`config.mk`:
```
export PLATFORM = sky130hd
export DESIGN_NAME = palette_bitplane_tile_encoder
export DESIGN_NICKNAME = d
export VERILOG_FILES = /design/src/pbte_pkg.sv /design/src/pbte_palette.sv /design/src/pbte_planes.sv /design/src/palette_bitplane_tile_encoder.sv
export SDC_FILE = /design/constraint.sdc
export NUM_CORES = 1
export LEC_CHECK = 0
export BUFFER_PORTS_ARGS = -buffer_cell sky130_fd_sc_hd__buf_2
export CORE_UTILIZATION = 39
export CTS_CLUSTER_DIAMETER = 80
export CTS_CLUSTER_SIZE = 16
export DETAILED_ROUTE_END_ITERATION = 10
export PLACE_DENSITY = 0.57
export SYNTH_ARGS = -nofsm -noshare
export SYNTH_HDL_FRONTEND = slang
export SYNTH_SLANG_ARGS = --single-unit
```
`constraint.sdc`:
```
create_clock -name aclk -period 7.5 [get_ports aclk]
set_input_delay 1.5 -clock aclk [delete_from_list [all_inputs] [get_ports aclk]]
set_output_delay 1.5 -clock aclk [all_outputs]
set_load 0.01 [all_outputs]
```
`src/pbte_pkg.sv`:
```
package pbte_pkg;

    localparam int COLOR_W         = 32;
    localparam int TILE_W          = 8;
    localparam int PIXELS_PER_TILE = 8;
    localparam int POS_W           = 3;
    localparam int STORED_W        = 5;
    localparam int APB_DATA_W      = 32;
    localparam int APB_ADDR_W      = 3;

    // Register word index taken from paddr[2].
    localparam logic REG_LEARN_COLORS = 1'b0;

    // Per-pixel outcome of the palette lookup.
    typedef struct packed {
        logic                palette_overflow;
        logic [STORED_W-1:0] colors_stored;
        logic                high_bit;
        logic                low_bit;
    } pal_status_t;

    // One result word, first field in the highest bits.
    typedef struct packed {
        logic                palette_overflow;
        logic [STORED_W-1:0] colors_stored;
        logic [TILE_W-1:0]   plane_high;
        logic [TILE_W-1:0]   plane_low;
    } tile_t;

    localparam int TILE_BITS = $bits(tile_t);
    localparam int TDATA_W   = ((TILE_BITS + 7) / 8) * 8;

endpackage

```
`src/pbte_palette.sv`:
```
module pbte_palette #(
    parameter int PALETTE_DEPTH = 16
) (
    input  logic                         aclk,
    input  logic                         aresetn,
    input  logic                         step,
    input  logic                         learn,
    input  logic [pbte_pkg::COLOR_W-1:0] color,
    input  logic                         clear,
    output pbte_pkg::pal_status_t        status
);

    localparam int IDX_W = $clog2(PALETTE_DEPTH);
    localparam int CNT_W = $clog2(PALETTE_DEPTH + 1);

    logic [pbte_pkg::COLOR_W-1:0] palette_reg [PALETTE_DEPTH];
    logic [CNT_W-1:0]             count_reg;
    logic [CNT_W-1:0]             count_next;
    logic                         overflow_reg;
    logic                         overflow_next;

    logic [CNT_W-1:0]                      count_eff;
    logic                                  ovf_eff;
    logic                                  hit;
    logic [IDX_W-1:0]                      idx;
    logic                                  full;
    logic                                  store;
    logic                                  coded;
    logic [IDX_W-1:0]                      code;
    logic [CNT_W+pbte_pkg::STORED_W-1:0]   cnt_ext;

    always_comb begin
        count_eff = clear ? '0 : count_reg;
        ovf_eff   = clear ? 1'b0 : overflow_reg;

        // Every held entry is compared at once; the lowest matching index wins.
        hit = 1'b0;
        idx = '0;
        for (int i = PALETTE_DEPTH - 1; i >= 0; i--) begin
            if ((CNT_W'(i) < count_eff) && (palette_reg[i] == color)) begin
                hit = 1'b1;
                idx = IDX_W'(i);
            end
        end

        full          = (count_eff >= CNT_W'(PALETTE_DEPTH));
        store         = !hit && learn && !full;
        count_next    = store ? count_eff + CNT_W'(1) : count_eff;
        overflow_next = ovf_eff | (!hit && learn && full);

        code  = store ? count_eff[IDX_W-1:0] : idx;
        coded = hit || store;

        cnt_ext = {{pbte_pkg::STORED_W{1'b0}}, count_next};

        status.low_bit          = coded && ((code == IDX_W'(1)) || (code == IDX_W'(3)));
        status.high_bit         = coded && ((code == IDX_W'(2)) || (code == IDX_W'(3)));
        status.colors_stored    = cnt_ext[pbte_pkg::STORED_W-1:0];
        status.palette_overflow = overflow_next;
    end

    always_ff @(posedge aclk) begin
        if (!aresetn) begin
            count_reg    <= '0;
            overflow_reg <= 1'b0;
        end else if (step) begin
            count_reg    <= count_next;
            overflow_reg <= overflow_next;
        end
    end

    always_ff @(posedge aclk) begin
        if (step && store) begin
            palette_reg[count_eff[IDX_W-1:0]] <= color;
        end
    end

endmodule

```
`src/pbte_planes.sv`:
```
module pbte_planes (
    input  logic                        aclk,
    input  logic                        aresetn,
    input  logic                        step,
    input  logic                        clear,
    input  pbte_pkg::pal_status_t       status,
    output logic                        emit,
    output logic [pbte_pkg::TILE_W-1:0] plane_low,
    output logic [pbte_pkg::TILE_W-1:0] plane_high
);

    logic [pbte_pkg::POS_W-1:0]  bit_pos_reg;
    logic [pbte_pkg::POS_W-1:0]  bit_pos_next;
    logic [pbte_pkg::TILE_W-1:0] low_reg;
    logic [pbte_pkg::TILE_W-1:0] low_next;
    logic [pbte_pkg::TILE_W-1:0] high_reg;
    logic [pbte_pkg::TILE_W-1:0] high_next;

    logic [pbte_pkg::POS_W-1:0]  pos_eff;
    logic [pbte_pkg::TILE_W-1:0] low_eff;
    logic [pbte_pkg::TILE_W-1:0] high_eff;

    always_comb begin
        pos_eff  = clear ? '0 : bit_pos_reg;
        low_eff  = clear ? '0 : low_reg;
        high_eff = clear ? '0 : high_reg;

        plane_low  = {low_eff[pbte_pkg::TILE_W-2:0], status.low_bit};
        plane_high = {high_eff[pbte_pkg::TILE_W-2:0], status.high_bit};
        emit       = (pos_eff == pbte_pkg::POS_W'(pbte_pkg::PIXELS_PER_TILE - 1));

        // The shifters start over once a full tile row has gone out.
        if (emit) begin
            bit_pos_next = '0;
            low_next     = '0;
            high_next    = '0;
        end else begin
            bit_pos_next = pos_eff + pbte_pkg::POS_W'(1);
            low_next     = plane_low;
            high_next    = plane_high;
        end
    end

    always_ff @(posedge aclk) begin
        if (!aresetn) begin
            bit_pos_reg <= '0;
            low_reg     <= '0;
            high_reg    <= '0;
        end else if (step) begin
            bit_pos_reg <= bit_pos_next;
            low_reg     <= low_next;
            high_reg    <= high_next;
        end
    end

endmodule

```
`src/palette_bitplane_tile_encoder.sv`:
```
// Palette-indexed 2-bit planar tile encoder.
// Pixels enter on the s_ stream, one RGBA word per transfer, with s_tuser
// asking for the palette to be emptied before that pixel is handled. Each
// pixel is looked up in a palette of PALETTE_DEPTH colors held in flip-flops
// and compared in parallel; with learning on, unseen colors are appended.
// After every eighth pixel one word leaves on the m_ stream carrying both
// plane bytes, the palette fill count and the overflow flag.
// A pixel is registered at acceptance and processed from that register, and
// the result word that its eighth pixel finishes is registered in the output
// register and presented from there until it is taken.
// One pixel is taken per cycle, limited by the palette compare and update,
// unless a finished word stalls; a result word goes out every eight pixels.
// The output word is held in a register, so pixels keep flowing while a word
// waits; only a second finished word stalls the input, through s_tready.
// Synchronous active-low reset empties the palette, clears the shifters and the
// bit position, and sets learn_colors to 1. Register learn_colors is at APB byte
// address 0; the user must write it only while the stream is idle (unchecked).
module palette_bitplane_tile_encoder #(
    parameter int PALETTE_DEPTH = 16
) (
    input  logic                            aclk,
    input  logic                            aresetn,

    input  logic                            s_tvalid,
    output logic                            s_tready,
    input  logic [pbte_pkg::COLOR_W-1:0]    s_tdata,  // red, green, blue, alpha
    input  logic                            s_tuser,  // clear_palette

    output logic                            m_tvalid,
    input  logic                            m_tready,
    // plane_low, plane_high, colors_stored, palette_overflow, zero pad
    output logic [pbte_pkg::TDATA_W-1:0]    m_tdata,

    input  logic                            psel,
    input  logic                            penable,
    input  logic                            pwrite,
    input  logic [pbte_pkg::APB_ADDR_W-1:0] paddr,
    input  logic [pbte_pkg::APB_DATA_W-1:0] pwdata,
    output logic [pbte_pkg::APB_DATA_W-1:0] prdata,
    output logic                            pready
);

    logic                         learn_reg;
    logic                         in_valid_reg;
    logic                         in_valid_next;
    logic [pbte_pkg::COLOR_W-1:0] pix_reg;
    logic                         clr_reg;
    logic                         m_valid_reg;
    logic                         m_valid_next;
    pbte_pkg::tile_t              m_data_reg;

    pbte_pkg::pal_status_t        status;
    logic                         emit;
    logic [pbte_pkg::TILE_W-1:0]  plane_low;
    logic [pbte_pkg::TILE_W-1:0]  plane_high;
    logic                         fire;
    logic                         s_accept;
    logic                         out_load;

    // APB register access.
    assign pready = 1'b1;

    always_comb begin
        prdata = '0;
        if (paddr[2] == pbte_pkg::REG_LEARN_COLORS) begin
            prdata[0] = learn_reg;
        end
    end

    always_ff @(posedge aclk) begin
        if (!aresetn) begin
            learn_reg <= 1'b1;
        end else if (psel && penable && pwrite && pready
                     && (paddr[2] == pbte_pkg::REG_LEARN_COLORS)) begin
            learn_reg <= pwdata[0];
        end
    end

    // A pixel that finishes a tile needs room in the output register.
    assign fire     = in_valid_reg && (!emit || !m_valid_reg || m_tready);
    assign s_tready = !in_valid_reg || fire;
    assign s_accept = s_tvalid && s_tready;
    assign out_load = fire && emit;

    always_comb begin
        in_valid_next = in_valid_reg;
        if (s_accept) begin
            in_valid_next = 1'b1;
        end else if (fire) begin
            in_valid_next = 1'b0;
        end

        m_valid_next = m_valid_reg;
        if (out_load) begin
            m_valid_next = 1'b1;
        end else if (m_tready) begin
            m_valid_next = 1'b0;
        end
    end

    always_ff @(posedge aclk) begin
        if (!aresetn) begin
            in_valid_reg <= 1'b0;
            m_valid_reg  <= 1'b0;
        end else begin
            in_valid_reg <= in_valid_next;
            m_valid_reg  <= m_valid_next;
        end
    end

    always_ff @(posedge aclk) begin
        if (s_accept) begin
            pix_reg <= s_tdata;
            clr_reg <= s_tuser;
        end
        if (out_load) begin
            m_data_reg.plane_low        <= plane_low;
            m_data_reg.plane_high       <= plane_high;
            m_data_reg.colors_stored    <= status.colors_stored;
            m_data_reg.palette_overflow <= status.palette_overflow;
        end
    end

    pbte_palette #(
        .PALETTE_DEPTH (PALETTE_DEPTH)
    ) u_palette (
        .aclk    (aclk),
        .aresetn (aresetn),
        .step    (fire),
        .learn   (learn_reg),
        .color   (pix_reg),
        .clear   (clr_reg),
        .status  (status)
    );

    pbte_planes u_planes (
        .aclk       (aclk),
        .aresetn    (aresetn),
        .step       (fire),
        .clear      (clr_reg),
        .status     (status),
        .emit       (emit),
        .plane_low  (plane_low),
        .plane_high (plane_high)
    );

    assign m_tvalid = m_valid_reg;
    assign m_tdata  = {{(pbte_pkg::TDATA_W - pbte_pkg::TILE_BITS){1'b0}}, m_data_reg};

endmodule

```
==> run metrics <==
P&R area growth vs syn 9.08%; synthesized area per cell 15.6 um^2; Max-slew headroom 11.9%; path category of the worst min-delay check reg2reg; largest delay contributor family on the critical path simple AND/OR/NAND/NOR gates; capturing element type of the critical path register; number of max-slew violations in the final report 0; Via Count 13493; status finished, final reports clean; warning count from the yosys run 0; worst setup skew after layout 0.0249 ns; count of boundary I/O pins 134; MaxCap Viol Count 0; Chip Height 259 um; worst slew pin tran 1.32 ns; area of combinational cells with multiple inputs 7300 um^2; count of flip-flops with a built-in enable after synthesis 567; antenna violations before repair 1; series of cell instances along the critical path buf_4 > xor2_1 > nor4_1 > nand4_1 > nor3_1 > a2111oi_1 > nand3_1 > nor2_2 > and4_1 > buf_4; peak ir drop on the vdd network 0.207 mV; shortest period the worst path allows 5.36 ns; grt ovf 0; final sum of negative setup slack 0 ns; Most used DFF post-synth sky130_fd_sc_hd__edfxtp_1; worst-skew pair later-pin latency 0.59 ns; unrepaired setup endpoints after global routing false; most repeated library cell on the critical path sky130_fd_sc_hd__buf_4; cell area after technology mapping 25800 um^2; count of buffers from port buffering 66; Total Die Area 67100 um^2; Clk pin slew, worst setup/hold paths 0.07 ns; area of the placeable core 64900 um^2; gate count after technology mapping 1650; number of clock sinks 593; final wirelength 60800 um; Register-to-Register Setup Slack 2.14 ns; CTS resizes 0; vias in the first global route 13451; CP Data Required Time 7.79 ns; post-route fraction of the period consumed by the critical path 71.5%; areal power density over the cells 230 nW/um^2; Post-Place Worst Slack 2.11 ns; kind of critical path reg2reg; Max stage delay on crit path 1.13 ns; deepest clock path buffer count 3; number of CTS-inserted buffers 43; post-synthesis register bit count 593; number of setup buffers added after CTS 0; pin count of the biggest net entering global routing 42; startpoint types register; global-route wire length before repair 89900 um; fill count 5838; routability congestion estimate 0.822; arrival time of data at the critical path endpoint 5.65 ns; final setup slack of the worst path 2.14 ns; post-DR wirelength/cell 23.2 um; count of endpoints failing setup in the final report 0; 1st-pass router iterations 5; Antenna Cells 0; net count of the finished layout 1835; Total Power Consumption 6.46 mW; CP max FO 20; CTS tree done; Remaining DRCs 0; number of nets still failing antenna checks after routing 0; fraction of layout instances using a drive strength above 1 11.8%; GRT Resource Usage Total 18.2%; width of the die 259 um; Final Hold Viols 0; worst hold margin 0.468 ns; Static Leak 9.09 nW; row count 93; initial cell density of the core 39.7%; count of unique library cells instantiated by Yosys 60; total buffers and inverters traversed by the critical path 2; critical-path cell with the highest stage delay sky130_fd_sc_hd__a2111oi_1; HPWL reported at the end of detailed placement 38400 um; maximum operating frequency 0.186 GHz; Max H-tree Level 2; number of hold buffers added after CTS 0; number of flip-flops in the largest register 512; post-synthesis sequential area ratio 68.1%; detail-routed via count per cell 5.13; sequential cell area 17500 um^2; initial detailed-routing violation count 1093; proportion of register bits with asynchronous set or reset after synthesis 0%; clock tree root buffer cell sky130_fd_sc_hd__clkbuf_16
## cell usage in the layout (no fill, tap or decap), types with 3 or more instances in the layout
cell,count
sky130_fd_sc_hd__edfxtp_1,567
sky130_fd_sc_hd__xor2_1,327
sky130_fd_sc_hd__xnor2_1,187
sky130_fd_sc_hd__nor4_1,101
sky130_fd_sc_hd__buf_4,78
sky130_fd_sc_hd__nand4_1,70
sky130_fd_sc_hd__buf_2,66
sky130_fd_sc_hd__clkbuf_16,45
sky130_fd_sc_hd__conb_1,34
sky130_fd_sc_hd__nor3_1,29
sky130_fd_sc_hd__nand3_1,28
sky130_fd_sc_hd__nor2_1,26
sky130_fd_sc_hd__dfxtp_1,26
sky130_fd_sc_hd__nor2b_1,24
sky130_fd_sc_hd__clkbuf_1,18
sky130_fd_sc_hd__nand2_1,15
sky130_fd_sc_hd__and4_1,15
sky130_fd_sc_hd__a22oi_1,13
sky130_fd_sc_hd__inv_1,9
sky130_fd_sc_hd__a21oi_1,9
sky130_fd_sc_hd__a31oi_1,7
sky130_fd_sc_hd__or4_1,7
sky130_fd_sc_hd__or3_1,6
sky130_fd_sc_hd__ha_1,6
sky130_fd_sc_hd__nor4_2,4
sky130_fd_sc_hd__and3_1,4
sky130_fd_sc_hd__o21ai_0,4
sky130_fd_sc_hd__o21bai_1,3
sky130_fd_sc_hd__nand2b_1,3
sky130_fd_sc_hd__and2_1,3
sky130_fd_sc_hd__nand4b_1,3
## metal layers
| metal | track usage, % | part of all wire [%] | wire [um] |
|---|---|---|---|
| met1 | 25.1 | 45 | 27500 |
| met2 | 30.5 | 49 | 29900 |
| met5 | 0 | 0 | 0 |
| met4 | 4.67 | 2.1 | 1280 |
| met3 | 2.18 | 3.6 | 2170 |
## synth_stat cells (all sizes together), types with 2 or more instances
cell type  count  share of area (%)
and2           4              0.097
nor4         105                2.6
edfxtp       567                 66
o21ai          4              0.078
nand2         15               0.22
o21bai         3              0.087
a311o          2              0.078
a21o           2              0.058
inv            9               0.13
and4          16               0.55
or2            3              0.073
nand4b         3               0.10
a2111oi        4               0.17
xor2         327                 11
a21oi          9               0.17
nand2b         3              0.073
xnor2        190                6.6
nand3         28               0.54
nor2b         24               0.58
ha             6               0.29
clkbuf        14               0.21
nor3          29               0.56
buf          105                3.8
and3           4              0.097
conb           2              0.029
or4            7               0.20
or3            6               0.15
a41oi          2              0.068
nand4         70                1.7
a31oi          8               0.19
dfxtp         26                2.0
a22oi         13               0.38
nor2          27               0.40
o41ai          2              0.097
## worst register-to-register path: cells and delay by family, from the launching register on
family                 cells  cell delay [ns]
AO/OA/AOI/OAI              1             1.13
XOR/XNOR                   1             0.17
buffers and inverters      2             0.75
AND/OR/NAND/NOR            6             2.02
flip-flops                 1             1.02
## final timing paths
check / from / to / depth (start not counted)
hold reg to reg: u_planes.bit_pos_reg[1]$_SDFFE_PN0P_ / u_planes.bit_pos_reg[1]$_SDFFE_PN0P_ / 2
hold / removal: u_planes.bit_pos_reg[1]$_SDFFE_PN0P_ / u_planes.bit_pos_reg[1]$_SDFFE_PN0P_ / 2
setup reg to reg: pix_reg[24]$_DFFE_PP_ / u_palette.palette_reg[11][12]$_DFFE_PP_ / 10
setup / recovery: pix_reg[24]$_DFFE_PP_ / u_palette.palette_reg[11][12]$_DFFE_PP_ / 10
## cell type report
cell class | instances | area share (%)
inverters | 9 | 0.120
flip-flops and latches | 593 | 62.4
repair buffers | 146 | 3.40
clock buffers | 63 | 4.25
multi-input cells | 961 | 26.0
clock inverters | 1 | 0.0579
well taps | 855 | 3.80
## kinds of logic (layout without fill, tap and decap cells)
kind of cell,count (synthesis),count (layout),share of synthesized area [%]
other,2,34,0.0291
adders and majority gates,6,6,0.291
and+or+nand+nor,346,346,8.04
muxes,1,1,0.0388
DFF,593,593,68.1
AOI/OAI and AO/OA,57,57,1.65
buffers and inverters,128,219,4.17
xor gates and xnor gates,517,517,17.7
## where the power goes
part / internal [mW] / switching, mW
combinational: 0.173 / 0.329
clock: 1.10 / 1.10
sequential: 3.68 / 0.0746
total: 4.95 / 1.51
## per-stage QoR
stage	utilization [%]	std cells	cell area [um^2]
floorplan	-	1682	25900
global placement	41.4	2564	26900
detailed placement	41.4	2564	26900
CTS	43.3	2628	28100
global route	43.3	2628	28100
finish	43.3	2628	28100
Note: power is estimated with default switching activity, not from simulation.
